===== config.mk =====
export PLATFORM = sky130hd
export DESIGN_NAME = led_dot_matrix_grey_scan
export DESIGN_NICKNAME = d
export VERILOG_FILES = /design/src/rtl/ldm_pkg.sv /design/src/rtl/ldm_ram.sv /design/src/rtl/led_dot_matrix_grey_scan.sv
export SDC_FILE = /design/constraint.sdc
export NUM_CORES = 1
export LEC_CHECK = 0
export BUFFER_PORTS_ARGS = -buffer_cell sky130_fd_sc_hd__buf_2
export CORE_MARGIN = 2
export CORE_UTILIZATION = 50
export DETAILED_ROUTE_END_ITERATION = 16
export GPL_ROUTABILITY_DRIVEN = 0
export PLACE_DENSITY = 0.7
export SLEW_MARGIN = 20
export SYNTH_ARGS = -nofsm -noshare
export SYNTH_HDL_FRONTEND = slang
export SYNTH_SLANG_ARGS = --single-unit

===== constraint.sdc =====
create_clock -name clock -period 5.2 [get_ports clock]
set_clock_uncertainty 0.15 [all_clocks]
set_input_delay 0 -clock clock [delete_from_list [all_inputs] [get_ports clock]]
set_output_delay 0 -clock clock [all_outputs]
set_load 0.01 [all_outputs]

===== src/rtl/ldm_pkg.sv =====
`timescale 1ns / 1ps

package ldm_pkg;

   // Request opcodes
   localparam logic OP_TICK  = 1'b0;
   localparam logic OP_WRITE = 1'b1;

   // Fixed 3-bit fields of the request and response
   typedef logic [2:0] coord_type;
   typedef logic [2:0] level_type;

endpackage


===== src/rtl/ldm_ram.sv =====
`timescale 1ns / 1ps

// Simple dual-port RAM: one write port, one read port with registered data.
module ldm_ram #(
   parameter int WIDTH = 3,
   parameter int DEPTH = 35
) (
   input  logic                                   clock,
   input  logic                                   wr_en,
   input  logic [(DEPTH > 1 ? $clog2(DEPTH) : 1)-1:0] wr_addr,
   input  logic [WIDTH-1:0]                       wr_data,
   input  logic                                   rd_en,
   input  logic [(DEPTH > 1 ? $clog2(DEPTH) : 1)-1:0] rd_addr,
   output logic [WIDTH-1:0]                       rd_data
);

   logic [WIDTH-1:0] mem_ff [DEPTH];
   logic [WIDTH-1:0] rd_data_ff;

   always_ff @(posedge clock) begin
      if (wr_en) begin
         mem_ff[wr_addr] <= wr_data;
      end
      if (rd_en) begin
         rd_data_ff <= mem_ff[rd_addr];
      end
   end

   assign rd_data = rd_data_ff;

endmodule


===== src/rtl/led_dot_matrix_grey_scan.sv =====
`timescale 1ns / 1ps

// LED dot matrix grey-scale scanner. Drives a COLUMNS x ROWS matrix one dot
// per tick: a tick request (opcode OP_TICK) returns the column and row being
// driven, whether that dot is lit in the current PWM slot (lit when its grey
// level is greater than the slot, slots run 0..PWM_SLOTS-1), and a flag on the
// tick that finishes the last slot of the last row of a column. After each
// tick the slot advances, then the row, then the column. A write request
// (opcode OP_WRITE) sets one dot's 3-bit level and returns nothing; writes to
// a column or row outside the matrix are dropped. All dots read as dark after
// reset; a per-dot valid bit covers this, so there is no clearing pass and the
// block takes requests from the first cycle after reset. Rate is one request
// per clock in both directions while req_stall is low. A tick's response passes
// through the registered read of the level store in the read stage, then the
// compare into the response register. A write is visible to a tick that
// transfers in the very next cycle. Backpressure on rsp_ reaches req_stall
// only when both the read stage and the response register are full.
module led_dot_matrix_grey_scan #(
   parameter int COLUMNS   = 5,
   parameter int ROWS      = 7,
   parameter int PWM_SLOTS = 7
) (
   input  logic               clock,
   input  logic               reset,
   // request channel
   input  logic               req_valid,
   output logic               req_stall,
   input  logic               req_opcode,
   input  ldm_pkg::coord_type req_write_column,
   input  ldm_pkg::coord_type req_write_row,
   input  ldm_pkg::level_type req_write_level,
   // response channel
   output logic               rsp_valid,
   input  logic               rsp_stall,
   output ldm_pkg::coord_type rsp_column_index,
   output ldm_pkg::coord_type rsp_row_index,
   output logic               rsp_dot_on,
   output logic               rsp_column_done
);

   import ldm_pkg::*;

   localparam int DEPTH = COLUMNS * ROWS;
   localparam int AW    = (DEPTH > 1)     ? $clog2(DEPTH)     : 1;
   localparam int CW    = (COLUMNS > 1)   ? $clog2(COLUMNS)   : 1;
   localparam int RW    = (ROWS > 1)      ? $clog2(ROWS)      : 1;
   localparam int SW    = (PWM_SLOTS > 1) ? $clog2(PWM_SLOTS) : 1;

   // ---------------------------------------------------------------
   // Handshake
   // ---------------------------------------------------------------
   logic req_xfer;
   logic tick_xfer;
   logic wr_xfer;
   logic out_adv;       // response register can take a new entry

   logic rsp_vld_ff, rsp_vld_in;
   logic s1_vld_ff,  s1_vld_in;

   assign out_adv   = !rsp_vld_ff || !rsp_stall;
   assign req_stall = s1_vld_ff && !out_adv;
   assign req_xfer  = req_valid && !req_stall;
   assign tick_xfer = req_xfer && (req_opcode == OP_TICK);
   assign wr_xfer   = req_xfer && (req_opcode == OP_WRITE);

   // ---------------------------------------------------------------
   // Scan counters. scan_addr tracks column * ROWS + row so the store
   // is addressed without a multiply.
   // ---------------------------------------------------------------
   logic [CW-1:0] scan_col_ff,  scan_col_in;
   logic [RW-1:0] scan_row_ff,  scan_row_in;
   logic [SW-1:0] pwm_slot_ff,  pwm_slot_in;
   logic [AW-1:0] scan_addr_ff, scan_addr_in;

   logic slot_last;
   logic row_last;
   logic col_last;
   logic tick_done;

   assign slot_last = (pwm_slot_ff == SW'(PWM_SLOTS - 1));
   assign row_last  = (scan_row_ff == RW'(ROWS - 1));
   assign col_last  = (scan_col_ff == CW'(COLUMNS - 1));
   assign tick_done = slot_last && row_last;

   always_comb begin
      scan_col_in  = scan_col_ff;
      scan_row_in  = scan_row_ff;
      pwm_slot_in  = pwm_slot_ff;
      scan_addr_in = scan_addr_ff;
      if (tick_xfer) begin
         if (!slot_last) begin
            pwm_slot_in = pwm_slot_ff + SW'(1);
         end else begin
            pwm_slot_in = '0;
            if (!row_last) begin
               scan_row_in  = scan_row_ff + RW'(1);
               scan_addr_in = scan_addr_ff + AW'(1);
            end else begin
               scan_row_in = '0;
               if (!col_last) begin
                  scan_col_in  = scan_col_ff + CW'(1);
                  scan_addr_in = scan_addr_ff + AW'(1);
               end else begin
                  scan_col_in  = '0;
                  scan_addr_in = '0;
               end
            end
         end
      end
   end

   // ---------------------------------------------------------------
   // Level store with per-dot valid bits (invalid reads as dark)
   // ---------------------------------------------------------------
   logic             wr_in_range;
   logic             wr_en;
   logic [AW-1:0]    wr_addr;
   level_type        rd_level;
   logic [DEPTH-1:0] dot_vld_ff, dot_vld_in;

   assign wr_in_range = (32'(req_write_column) < 32'(COLUMNS))
                     && (32'(req_write_row) < 32'(ROWS));
   assign wr_en       = wr_xfer && wr_in_range;
   assign wr_addr     = AW'(32'(req_write_column) * ROWS + 32'(req_write_row));

   always_comb begin
      dot_vld_in = dot_vld_ff;
      if (wr_en) begin
         dot_vld_in[wr_addr] = 1'b1;
      end
   end

   ldm_ram #(
      .WIDTH (3),
      .DEPTH (DEPTH)
   ) u_level_ram (
      .clock   (clock),
      .wr_en   (wr_en),
      .wr_addr (wr_addr),
      .wr_data (req_write_level),
      .rd_en   (tick_xfer),
      .rd_addr (scan_addr_ff),
      .rd_data (rd_level)
   );

   // ---------------------------------------------------------------
   // Read stage: holds the tick's scan position while the level is read
   // ---------------------------------------------------------------
   logic [CW-1:0] s1_col_ff;
   logic [RW-1:0] s1_row_ff;
   logic [SW-1:0] s1_slot_ff;
   logic          s1_dot_vld_ff;
   logic          s1_done_ff;
   logic          s1_lit;

   assign s1_vld_in = tick_xfer || (s1_vld_ff && !out_adv);
   assign s1_lit    = s1_dot_vld_ff && (32'(rd_level) > 32'(s1_slot_ff));

   // ---------------------------------------------------------------
   // Response register
   // ---------------------------------------------------------------
   coord_type rsp_col_ff;
   coord_type rsp_row_ff;
   logic      rsp_lit_ff;
   logic      rsp_done_ff;

   assign rsp_vld_in = out_adv ? s1_vld_ff : rsp_vld_ff;

   always_ff @(posedge clock) begin
      if (reset) begin
         scan_col_ff  <= '0;
         scan_row_ff  <= '0;
         pwm_slot_ff  <= '0;
         scan_addr_ff <= '0;
         dot_vld_ff   <= '0;
         s1_vld_ff    <= 1'b0;
         rsp_vld_ff   <= 1'b0;
      end else begin
         scan_col_ff  <= scan_col_in;
         scan_row_ff  <= scan_row_in;
         pwm_slot_ff  <= pwm_slot_in;
         scan_addr_ff <= scan_addr_in;
         dot_vld_ff   <= dot_vld_in;
         s1_vld_ff    <= s1_vld_in;
         rsp_vld_ff   <= rsp_vld_in;
      end
   end

   always_ff @(posedge clock) begin
      if (tick_xfer) begin
         s1_col_ff     <= scan_col_ff;
         s1_row_ff     <= scan_row_ff;
         s1_slot_ff    <= pwm_slot_ff;
         s1_dot_vld_ff <= dot_vld_ff[scan_addr_ff];
         s1_done_ff    <= tick_done;
      end
      if (s1_vld_ff && out_adv) begin
         rsp_col_ff  <= 3'(s1_col_ff);
         rsp_row_ff  <= 3'(s1_row_ff);
         rsp_lit_ff  <= s1_lit;
         rsp_done_ff <= s1_done_ff;
      end
   end

   assign rsp_valid        = rsp_vld_ff;
   assign rsp_column_index = rsp_col_ff;
   assign rsp_row_index    = rsp_row_ff;
   assign rsp_dot_on       = rsp_lit_ff;
   assign rsp_column_done  = rsp_done_ff;

   // ---------------------------------------------------------------
   // Assertions
   // ---------------------------------------------------------------

   // scan address always matches column * ROWS + row
   assert property (@(posedge clock) disable iff (reset)
      32'(scan_addr_ff) == 32'(scan_col_ff) * ROWS + 32'(scan_row_ff))
      else $error("scan address out of step with column/row counters");

   // a column-done flag only on the last slot of the last row
   assert property (@(posedge clock) disable iff (reset)
      (s1_vld_ff && s1_done_ff) |->
         (s1_row_ff == RW'(ROWS - 1)) && (s1_slot_ff == SW'(PWM_SLOTS - 1)))
      else $error("column done flagged mid-column");

   // an in-range write marks its dot as written
   assert property (@(posedge clock) disable iff (reset)
      wr_en |=> dot_vld_ff[$past(wr_addr)])
      else $error("dot valid bit not set by write");

   // a tick transfer always lands in the read stage
   assert property (@(posedge clock) disable iff (reset)
      tick_xfer |=> s1_vld_ff)
      else $error("tick lost between request and read stage");

endmodule

==> flow_summary.json, run 1 <==
{
  "outcome": "completed",
  "final_cell_count_no_fill": 786,
  "total_leakage_power_nw": 2.85,
  "synth_fp_nets": 593,
  "initial_utilization_pct": 50.7,
  "met3_usage_pct": 4.55,
  "post-synth-top-area-fraction_pct": 49.9,
  "io_buffers": 23,
  "finalInstanceArea_sq_mm": 0.00863,
  "synth.ff_latch_count": 179,
  "main_combinational_cell_family_by_area_after_synthesis": "multiplexers",
  "r2r_setup_slack_ns": 2.47,
  "die_height_um": 128,
  "synth_xor_xnor_area_share_pct": 0.916,
  "synth-compound-area-share_pct": 7.09,
  "grt.overflow.total": 0,
  "track_usage_pct": 19.8,
  "n_antenna_cell": 0,
  "finalCritPeriodShare_pct": 58.3,
  "detailed_routing_iterations_pass_1": 5,
  "max_freq_ghz": 0.330,
  "post_detailed_placement_cell_area_sq_mm": 0.00790,
  "report.power.total_mw": 3.22,
  "yosys.cell_types.count": 50,
  "critPathLaunchType": "primary input",
  "clkTransAtPathRegs_ns": 0.06,
  "cts_hold_buf": 6,
  "dp.cells": 748,
  "cts_htree_levels": 4,
  "design.portCount": 24,
  "synthesis.area_per_instance_sq_um": 13.7,
  "critical_path.most_common_cell": "fa_1",
  "fillers": 1192,
  "tritoncts_num_sinks": 179,
  "route.detailed.drc": 0,
  "cts_inserted_buffers": 17,
  "post-route-worst-setup-slack_ns": 2.17,
  "final_period_minus_worst_setup_slack_ns": 3.03,
  "timing.critical_path.slowest_stage_cell": "fa_1",
  "synth_top_cells_by_area": "edfxtp_1 (50%), dfxtp_1 (14%), mux4_2 (8.8%)",
  "cap_violations": 0,
  "worst_hold_path_type": "primary input to flip-flop",
  "globalRoute.busiestLayer": "met2",
  "clock_tree_from_tritoncts": "done",
  "post_route_cells_drive_above_1_share_pct": 17.6,
  "post_cts.repair.setup_buffers": 0,
  "grtUsageMet1_pct": 24.9,
  "peakVddDrop_v": 0.000246,
  "synth.cell_area_sq_mm": 0.00765,
  "max-clock-path-buffers": 2,
  "drt-initial-drc-count": 453,
  "cts-resized-gates": 0,
  "worst-path-max-fanout": 18,
  "unrepaired_setup_endpoints_after_global_routing": "false",
  "avgViaCountPerCell": 5.98,
  "data_required_critical_path_ns": 5.16,
  "worstSkewPairLatency_ns": 0.44,
  "cell_internal_pwr_mw": 2.49,
  "vias_in_the_first_global_route": 4623,
  "antenna_violations_before_repair": 0,
  "path_cells": "buf_2, fa_1, fa_1, fa_1, nand2b_1, o21ai_0, a211oi_2, buf_4, nand2_1, nor2_1",
  "comb_power_share_pct": 7.7,
  "worst-setup-path-type": "primary input to flip-flop",
  "crit_path_end_kind": "flip-flop",
  "async_flop_share_pct": 0,
  "final_nets": 619,
  "synth-simple-area-share_pct": 10.3,
  "detailroute.via_count": 4700,
  "netSwitchingPower_mw": 0.725,
  "netlist.top_cell.by_area": "edfxtp_1",
  "grt_start_max_net_pins": 48,
  "synth-seq-area-share_pct": 63.5,
  "std_cell_rows": 45,
  "final_max_slew_viol_count": 0,
  "critical_path_arrival_ns": 2.99,
  "pwr-share-seq_pct": 48.3,
  "detail_route.wirelength_um": 15100,
  "detailed_place_hpwl_um": 9870,
  "synth-adder-area-share_pct": 3.67,
  "most_frequently_used_flop_master_after_synthesis": "edfxtp_1",
  "synth-edff-count": 127,
  "delay_of_the_slowest_critical_path_stage_ns": 0.57,
  "die_x_um": 128,
  "pin_slew_with_the_least_headroom_to_its_limit_ns": 1.00,
  "cts.root.buffer_cell": "clkbuf_16",
  "hold_viol_final": 0,
  "wire_per_inst_um": 19.2,
  "yosysWarnings": 0,
  "clock_power_share_pct": 44.0,
  "netSwitchingFraction_pct": 22.5,
  "slew_margin_rel_pct": 33.1,
  "core_sq_mm": 0.0151,
  "pre_cts_ws_ns": 1.71,
  "met2_usage_pct": 33.8,
  "syn_inst_count": 559,
  "setup_total_negative_slack_ns": 0,
  "multiplexer_share_of_the_synthesized_area_pct": 11.8,
  "dieArea_sq_mm": 0.0163,
  "number_of_antenna_violating_nets_in_the_routed_design": 0,
  "global_route_wire_length_before_repair_um": 24200,
  "pwr_density_cell_mw_per_mm2": 373,
  "area_growth_syn_to_layout_pct": 12.8,
  "setup-violations-final": 0
}
[cell families (layout without fill, tap and decap cells)]
logic type | Yosys count | in the layout
compound gates | 84 | 84
fa+ha+maj | 20 | 20
buf+inv | 45 | 84
simple gates | 171 | 171
xor+xnor | 8 | 8
flops | 179 | 179
mux | 52 | 52
[worst max-delay path: cells and delay by family]
kind / cells / cell delay [ns]
buffers and inverters: 2 / 0.41
AO/OA/AOI/OAI: 2 / 0.27
adder cells (fa/ha/maj): 3 / 1.55
AND/OR/NAND/NOR: 3 / 0.75
[per-stage QoR]
stage          util [%]  hold slack (ns)
5_1_grt            57.2            0.103
3_5_place_dp       52.4            0.127
3_3_place_gp       52.4            0.109
6_report           57.2           0.0424
4_1_cts            57.2           0.0184
2_1_floorplan         -          -0.0511
[final timing paths]
check / start / end / cells past startpoint
min reg2reg: s1_col_ff[0]$_DFFE_PP_ / rsp_column_index[0]$_DFFE_PP_ / 0
max reg2reg: scan_addr_ff[0]$_SDFFE_PP0P_ / u_level_ram.rd_data[0]$_DFFE_PP_ / 6
max: req_write_column[0] / u_level_ram.mem_ff[5][0]$_DFFE_PP_ / 10
min: req_valid / s1_vld_ff$_SDFF_PP0_ / 3
[cell usage after synthesis (all sizes together) (2+ instances only)]
master  count
nor3        6
xnor2       7
nand2b      6
a22oi       3
fa          4
a21oi      20
inv        16
edfxtp    127
nand3      14
nor2b       7
ha         16
a31oi      38
nor3b       3
mux2        5
o21ai       5
nor2       88
o311ai      2
a21boi      2
nand2      25
nor4       13
nand3b      3
dfxtp      52
buf        15
o31ai       2
mux2i      17
clkbuf     14
o211ai      2
a221oi      2
mux4       30
[sequential cells by signal (all words and copies together) (netlist names), 3 cells and up]
signal,cells
rsp_column_index,3
s1_col_ff,3
pwm_slot_ff,3
u_level_ram.rd_data,3
scan_addr_ff,6
s1_slot_ff,3
rsp_row_index,3
scan_row_ff,3
scan_col_ff,3
u_level_ram.mem_ff,105
s1_row_ff,3
dot_vld_ff,35
[power by group through the flow]
stage / registers [mW] / logic, mW / clock network [mW]
2_1_floorplan: 1.58 / 0.162 / 0
3_3_place_gp: 1.58 / 0.235 / 0
3_5_place_dp: 1.58 / 0.244 / 0
4_1_cts: 1.55 / 0.249 / 1.43
5_1_grt: 1.55 / 0.275 / 1.49
6_report: 1.55 / 0.249 / 1.41
[routing by layer]
layer / vias up / routed length, um
met5: - / 0
met4: 0 / 221
met3: 20 / 869
met2: 153 / 7690
met1: 2352 / 6320
li1: 2175 / -
[cell type report]
type	count	area [sq um]	area share (%)
clock buffers	18	439	5.09
flip-flops and latches	179	4860	56.3
inverters	16	60.1	0.696
multi-input cells	335	2580	29.9
repair buffers	36	228	2.64
well taps	188	235	2.73
clock inverters	14	226	2.62
[cell usage in the layout (no fill, tap or decap), drive strengths merged, types with 2 or more instances in the layout]
| cell | instances |
|---|---|
| edfxtp | 127 |
| nor4 | 13 |
| o211ai | 2 |
| clkbuf | 18 |
| nand2 | 25 |
| nand3b | 3 |
| dlygate4sd3 | 6 |
| o21ai | 5 |
| xnor2 | 7 |
| a221oi | 2 |
| mux2i | 17 |
| inv | 19 |
| nor3 | 6 |
| o311ai | 2 |
| bufinv | 5 |
| a21oi | 20 |
| o31ai | 2 |
| fa | 4 |
| buf | 30 |
| nor3b | 3 |
| a21boi | 2 |
| mux2 | 5 |
| a22oi | 3 |
| a31oi | 38 |
| clkinv | 5 |
| nor2b | 7 |
| nor2 | 88 |
| nand3 | 14 |
| ha | 16 |
| mux4 | 30 |
| nand2b | 6 |
| dfxtp | 52 |
(Power assumes the default switching activity.)
==> run 2, diff against run 1 <==
==> constraint.sdc (replaced) <==
create_clock -name clock -period 3 [get_ports clock]
set_clock_uncertainty 0.15 [all_clocks]
set_input_delay 0 -clock clock [delete_from_list [all_inputs] [get_ports clock]]
set_output_delay 0 -clock clock [all_outputs]
set_load 0.01 [all_outputs]
==> run 2 against run 1 <==
Compared with the run above: setup slack worse by 1.9 ns; non-clock buffer count is 22 higher; cell count is 2.8% higher; via count is 1.1% higher; sequential share of layout area is 0.60 points lower; first-iteration DRC count is 1.8% lower; critical endpoint is now u_level_ram.mem_ff[21][0]$_DFFE_PP_.
==> flow_summary.json, run 2 (same netlist as run 1, synthesis figures left out) <==
{
  "worstSkewPairLatency_ns": 0.43,
  "final_period_minus_worst_setup_slack_ns": 2.77,
  "timing.critical_path.slowest_stage_cell": "fa_1",
  "pin_slew_with_the_least_headroom_to_its_limit_ns": 0.904,
  "data_required_critical_path_ns": 2.96,
  "max-clock-path-buffers": 2,
  "peakVddDrop_v": 0.000497,
  "post_cts.repair.setup_buffers": 0,
  "number_of_antenna_violating_nets_in_the_routed_design": 0,
  "wire_per_inst_um": 19.2,
  "detail_route.wirelength_um": 15500,
  "grt.overflow.total": 0,
  "critical_path.most_common_cell": "fa_1",
  "top_regs": "u_level_ram.mem_ff: 105 flops, dot_vld_ff: 35 flops, scan_addr_ff: 6 flops",
  "cts_inserted_buffers": 17,
  "n_antenna_cell": 0,
  "design.portCount": 24,
  "unrepaired_setup_endpoints_after_global_routing": "true",
  "cts_htree_levels": 4,
  "pwr_density_cell_mw_per_mm2": 618,
  "rr_startpoint": "scan_addr_ff[0]$_SDFFE_PP0P_",
  "outcome": "completed",
  "worst_hold_path_type": "primary input to flip-flop",
  "route.detailed.drc": 0,
  "die_height_um": 128,
  "top_register": "u_level_ram.mem_ff",
  "cap_violations": 0,
  "final_max_slew_viol_count": 0,
  "track_usage_pct": 20.8,
  "crit_path_end_kind": "flip-flop",
  "global_route_wire_length_before_repair_um": 25500,
  "crit_path_launch": "req_write_column[0]",
  "final_cell_count_no_fill": 808,
  "mostFrequentLayoutCells": "edfxtp_1 (127), nor2_1 (87), dfxtp_1 (50), a31oi_1 (38)",
  "path_cells": "buf_2, fa_1, fa_1, ha_1, a21o_1, a21oi_1, buf_4, xnor2_1, nand2_1, nor2_1",
  "std_cell_rows": 45,
  "detailroute.via_count": 4750,
  "slew_margin_rel_pct": 39.6,
  "antenna_violations_before_repair": 0,
  "cts.root.buffer_cell": "clkbuf_16",
  "setup-violations-final": 0,
  "area_growth_syn_to_layout_pct": 14.1,
  "pre_cts_ws_ns": -0.220,
  "detailed_place_hpwl_um": 10400,
  "clkTransAtPathRegs_ns": 0.06,
  "avgViaCountPerCell": 5.88,
  "post_route_cells_drive_above_1_share_pct": 20.3,
  "dp.cells": 771,
  "drt-initial-drc-count": 445,
  "critPathLaunchType": "primary input",
  "die_x_um": 128,
  "finalCritPeriodShare_pct": 92.5,
  "clock_tree_from_tritoncts": "done",
  "hold_path.startpoint": "req_valid",
  "total_leakage_power_nw": 2.91,
  "io_buffers": 23,
  "delay_of_the_slowest_critical_path_stage_ns": 0.56,
  "core_sq_mm": 0.0151,
  "detailed_routing_iterations_pass_1": 5,
  "setup_total_negative_slack_ns": 0,
  "fillers": 1144,
  "worstPathBufferInverterCount": 2,
  "holdWs_ns": 0.0344,
  "initial_utilization_pct": 50.7,
  "report.power.total_mw": 5.39,
  "post-route-worst-setup-slack_ns": 0.225,
  "vias_in_the_first_global_route": 4830,
  "max_freq_ghz": 0.360,
  "final_nets": 641,
  "grt_start_max_net_pins": 48,
  "max_reg_flops": 105,
  "dieArea_sq_mm": 0.0163,
  "worst-path-max-fanout": 8,
  "critical_path_arrival_ns": 2.73,
  "worst-setup-path-type": "primary input to flip-flop",
  "tritoncts_num_sinks": 179,
  "critical_path.top_delay_family": "adder cells",
  "hold_viol_final": 0,
  "final_common_cell": "edfxtp_1"
}
-- run 2: cell count changes in the layout (fill, tap and decap cells not counted), sizes merged --
cell | before | now
dlygate4sd3 | 6 | 5
clkinv | 5 | 4
clkbuf | 18 | 20
bufinv | 5 | 3
buf | 30 | 53
inv | 19 | 18
clkinvlp | 1 | 3
-- run 2: final cells by class --
type	instances	area, sq um	area share (%)
sequential	179	4860	55.7
timing repair buffer	58	390	4.48
tap	188	235	2.70
clock inverter	12	156	1.79
clock buffer	20	437	5.01
multi-input combinational	335	2580	29.6
inverter	16	60.1	0.689
-- run 2: tightest hold or removal path, cell delays in order --
cell and delay (ns):
buf_2 0.10, nand3b_1 0.34, a21oi_1 0.12
-- run 2: metrics by stage --
step | util, % | area (sq um)
after floorplan | - | 7650
after global placement | 53.5 | 8080
after detailed placement | 53.5 | 8080
after CTS | 57.8 | 8720
after global routing | 57.8 | 8720
final | 57.8 | 8720
-- run 2: repair_timing --
item	4_1_cts	5_1_grt
hold buffers	5	0
endpoints found under the setup margin	0	6
gates resized for setup	0	1
hold endpoints to repair	134	0
-- run 2: per-layer routing --
layer	vias to the layer above	track usage, %	routed length [um]	part of all wire [%]
met5	-	0	0	0
met4	0	7.50	328	2.1
met3	29	5.09	801	5.2
met2	149	34.9	7860	51
met1	2355	26.5	6550	42
li1	2217	-	-	-
-- run 2: power breakdown --
group / switching [mW] / leakage [nW] / total [mW] / internal [mW]
clock: 0.906 / 0.282 / 2.22 / 1.31
combinational: 0.316 / 1.06 / 0.480 / 0.164
sequential: 0.0135 / 1.57 / 2.69 / 2.68
-- run 2: final timing paths --
check / endpoint / slack [ns] / cells after the start
setup / recovery: u_level_ram.mem_ff[21][0]$_DFFE_PP_ / 0.23 / 10
hold / removal: s1_vld_ff$_SDFF_PP0_ / 0.03 / 3
setup reg to reg: u_level_ram.rd_data[2]$_DFFE_PP_ / 0.29 / 5
hold reg to reg: rsp_column_done$_DFFE_PP_ / 0.27 / 0
==> run 3, diff against run 2 <==
--- a/config.mk
+++ b/config.mk
@@ -5,12 +5,13 @@
 export SDC_FILE = /design/constraint.sdc
 export NUM_CORES = 1
 export LEC_CHECK = 0
-export BUFFER_PORTS_ARGS = -buffer_cell sky130_fd_sc_hd__buf_2
+export BUFFER_PORTS_ARGS = -buffer_cell sky130_fd_sc_hd__buf_4
+export CAP_MARGIN = 5
 export CORE_MARGIN = 2
-export CORE_UTILIZATION = 50
+export CORE_UTILIZATION = 51
 export DETAILED_ROUTE_END_ITERATION = 16
 export GPL_ROUTABILITY_DRIVEN = 0
-export PLACE_DENSITY = 0.7
+export PLACE_DENSITY = 0.71
 export SLEW_MARGIN = 20
 export SYNTH_ARGS = -nofsm -noshare
 export SYNTH_HDL_FRONTEND = slang
==> run 3 against run 2 <==
Compared with the run above: clock-buffer cell count shrank 1; clock power up 3%; sequential cell count is the same; die area is 1.9% lower; combinational power about the same; cell area up 1.2%; global-route usage up 0.16 points; via count rose by 0.59%; hold slack better by 0.036 ns; cell count is the same; critical endpoint is now u_level_ram.mem_ff[14][0]$_DFFE_PP_; largest cell class unchanged; largest power group unchanged.
==> flow_summary.json, run 3 (same netlist as run 1, synthesis figures left out) <==
{
  "delay_of_the_slowest_critical_path_stage_ns": 0.56,
  "route.detailed.drc": 0,
  "total_leakage_power_nw": 2.96,
  "pin_slew_with_the_least_headroom_to_its_limit_ns": 0.938,
  "die_height_um": 126,
  "mostFrequentLayoutCells": "edfxtp_1 (127), nor2_1 (87), buf_4 (56), dfxtp_1 (50), a31oi_1 (38)",
  "worstPathBufferInverterCount": 1,
  "area_growth_syn_to_layout_pct": 15.4,
  "critPathLaunchType": "primary input",
  "worst-path-max-fanout": 8,
  "setup-violations-final": 0,
  "dieArea_sq_mm": 0.0160,
  "top_regs": "u_level_ram.mem_ff: 105 flops, dot_vld_ff: 35 flops, scan_addr_ff: 6 flops",
  "timing.rr.end": "u_level_ram.rd_data[1]$_DFFE_PP_",
  "detail_route.wirelength_um": 16200,
  "pre_cts_ws_ns": -0.408,
  "final_common_cell": "edfxtp_1",
  "critical_path.most_common_cell": "fa_1",
  "detailed_place_hpwl_um": 10700,
  "die_x_um": 126,
  "crit_path_end_kind": "flip-flop",
  "final_nets": 645,
  "post_cts.repair.setup_buffers": 0,
  "critical_path_arrival_ns": 2.93,
  "worstSetupPathDepth": 9,
  "cts_inserted_buffers": 17,
  "global_route_wire_length_before_repair_um": 25400,
  "std_cell_rows": 44,
  "data_required_critical_path_ns": 2.95,
  "antenna_violations_before_repair": 0,
  "worstSkewPairLatency_ns": 0.43,
  "unrepaired_setup_endpoints_after_global_routing": "true",
  "cts_htree_levels": 4,
  "cap_violations": 0,
  "io_buffers": 23,
  "vias_in_the_first_global_route": 4763,
  "number_of_antenna_violating_nets_in_the_routed_design": 0,
  "critPathCapture": "u_level_ram.mem_ff[14][0]$_DFFE_PP_",
  "clkTransAtPathRegs_ns": 0.06,
  "detailed_routing_iterations_pass_1": 5,
  "tritoncts_num_sinks": 179,
  "dp.cells": 770,
  "avgViaCountPerCell": 5.91,
  "critical_path.top_delay_family": "adder cells",
  "worst-setup-path-type": "primary input to flip-flop",
  "crit_path_launch": "req_write_column[0]",
  "track_usage_pct": 21.0,
  "path_cells": "buf_4, fa_1, fa_1, ha_1, a21o_1, a21oi_1, xor2_1, nand2_1, nor2_1",
  "fillers": 1068,
  "final_period_minus_worst_setup_slack_ns": 2.97,
  "max-clock-path-buffers": 2,
  "post_route_cells_drive_above_1_share_pct": 20.4,
  "grt.overflow.total": 0,
  "max_reg_flops": 105,
  "design.portCount": 24,
  "clock_tree_from_tritoncts": "done",
  "timing.critical_path.slowest_stage_cell": "fa_1",
  "initial_utilization_pct": 52.4,
  "drt-initial-drc-count": 412,
  "detailroute.via_count": 4778,
  "grt_start_max_net_pins": 48,
  "r2r_setup_slack_ns": 0.30,
  "finalCritPeriodShare_pct": 99.2,
  "slew_margin_rel_pct": 37.4,
  "final_max_slew_viol_count": 0,
  "post-route-worst-setup-slack_ns": 0.0252,
  "n_antenna_cell": 0,
  "rr_startpoint": "scan_addr_ff[1]$_SDFFE_PP0P_",
  "cts.root.buffer_cell": "clkbuf_16",
  "core_sq_mm": 0.0146,
  "outcome": "completed",
  "max_freq_ghz": 0.336,
  "worst_hold_path_type": "primary input to flip-flop",
  "r2r.worst_path.cells": 5,
  "wire_per_inst_um": 20.0,
  "top_register": "u_level_ram.mem_ff",
  "pwr_density_cell_mw_per_mm2": 619,
  "final_cell_count_no_fill": 808,
  "peakVddDrop_v": 0.000368,
  "hold_viol_final": 0
}
[run 3: layout make-up]
type,instances,area (sq um),share of cell area [%]
clock buffers,19,433,4.90
multi-input cells,335,2580,29.3
well taps,184,230,2.61
inverters,16,60.1,0.680
clock inverters,13,181,2.06
repair buffers,62,480,5.44
flip-flops and latches,179,4860,55.0
[run 3: layer usage]
metal,wire length (um),global-route usage [%],up-vias
li1,-,-,2226
met1,6870,27.3,2370
met2,8190,35.0,162
met3,889,4.89,20
met4,225,6.85,0
met5,0,0,-
[run 3: through the flow]
step | hold WS (ns) | util (%) | power, mW | area [sq um] | setup TNS [ns]
finish | 0.0701 | 60.5 | 5.47 | 8830 | 0
global route | 0.105 | 60.5 | 5.65 | 8830 | -3.59
CTS | 0.0663 | 60.5 | 5.49 | 8820 | 0
detailed placement | 0.113 | 55.9 | 3.21 | 8150 | -29.48
global placement | 0.0976 | 55.9 | 3.19 | 8150 | -18.12
floorplan | -0.0511 | - | 3.02 | 7650 | -0.220
[run 3: power breakdown]
part / total [mW] / switching, mW / internal (mW)
sequential: 2.69 / 0.0143 / 2.68
combinational: 0.482 / 0.319 / 0.163
clock: 2.29 / 0.898 / 1.39
[run 3: timing repair]
item | 4_1_cts | 5_1_grt
hold buffers | 6 | 0
endpoints found under the hold margin | 159 | 0
endpoints found under the setup margin | 0 | 48
gates resized for setup | 0 | 1
[run 3: worst min-delay path by stage]
stage | slack (ns) | from | endpoint | cells after the start
6_report | 0.07 | req_valid | s1_vld_ff$_SDFF_PP0_ | 3
4_1_cts | 0.07 | req_valid | s1_vld_ff$_SDFF_PP0_ | 3
3_3_place_gp | 0.1 | rsp_stall | rsp_valid$_SDFFE_PP0N_ | 3
2_1_floorplan | -0.05 | req_write_level[0] | u_level_ram.mem_ff[0][0]$_DFFE_PP_ | 0
5_1_grt | 0.11 | req_valid | s1_vld_ff$_SDFF_PP0_ | 3
3_5_place_dp | 0.11 | rsp_stall | rsp_valid$_SDFFE_PP0N_ | 3
[run 3: worst min-delay path: cells and delay by family]
| family | cells | cell delay (ns) |
|---|---|---|
| and+or+nand+nor | 1 | 0.34 |
| buffers and inverters | 1 | 0.12 |
| AOI/OAI and AO/OA | 1 | 0.12 |
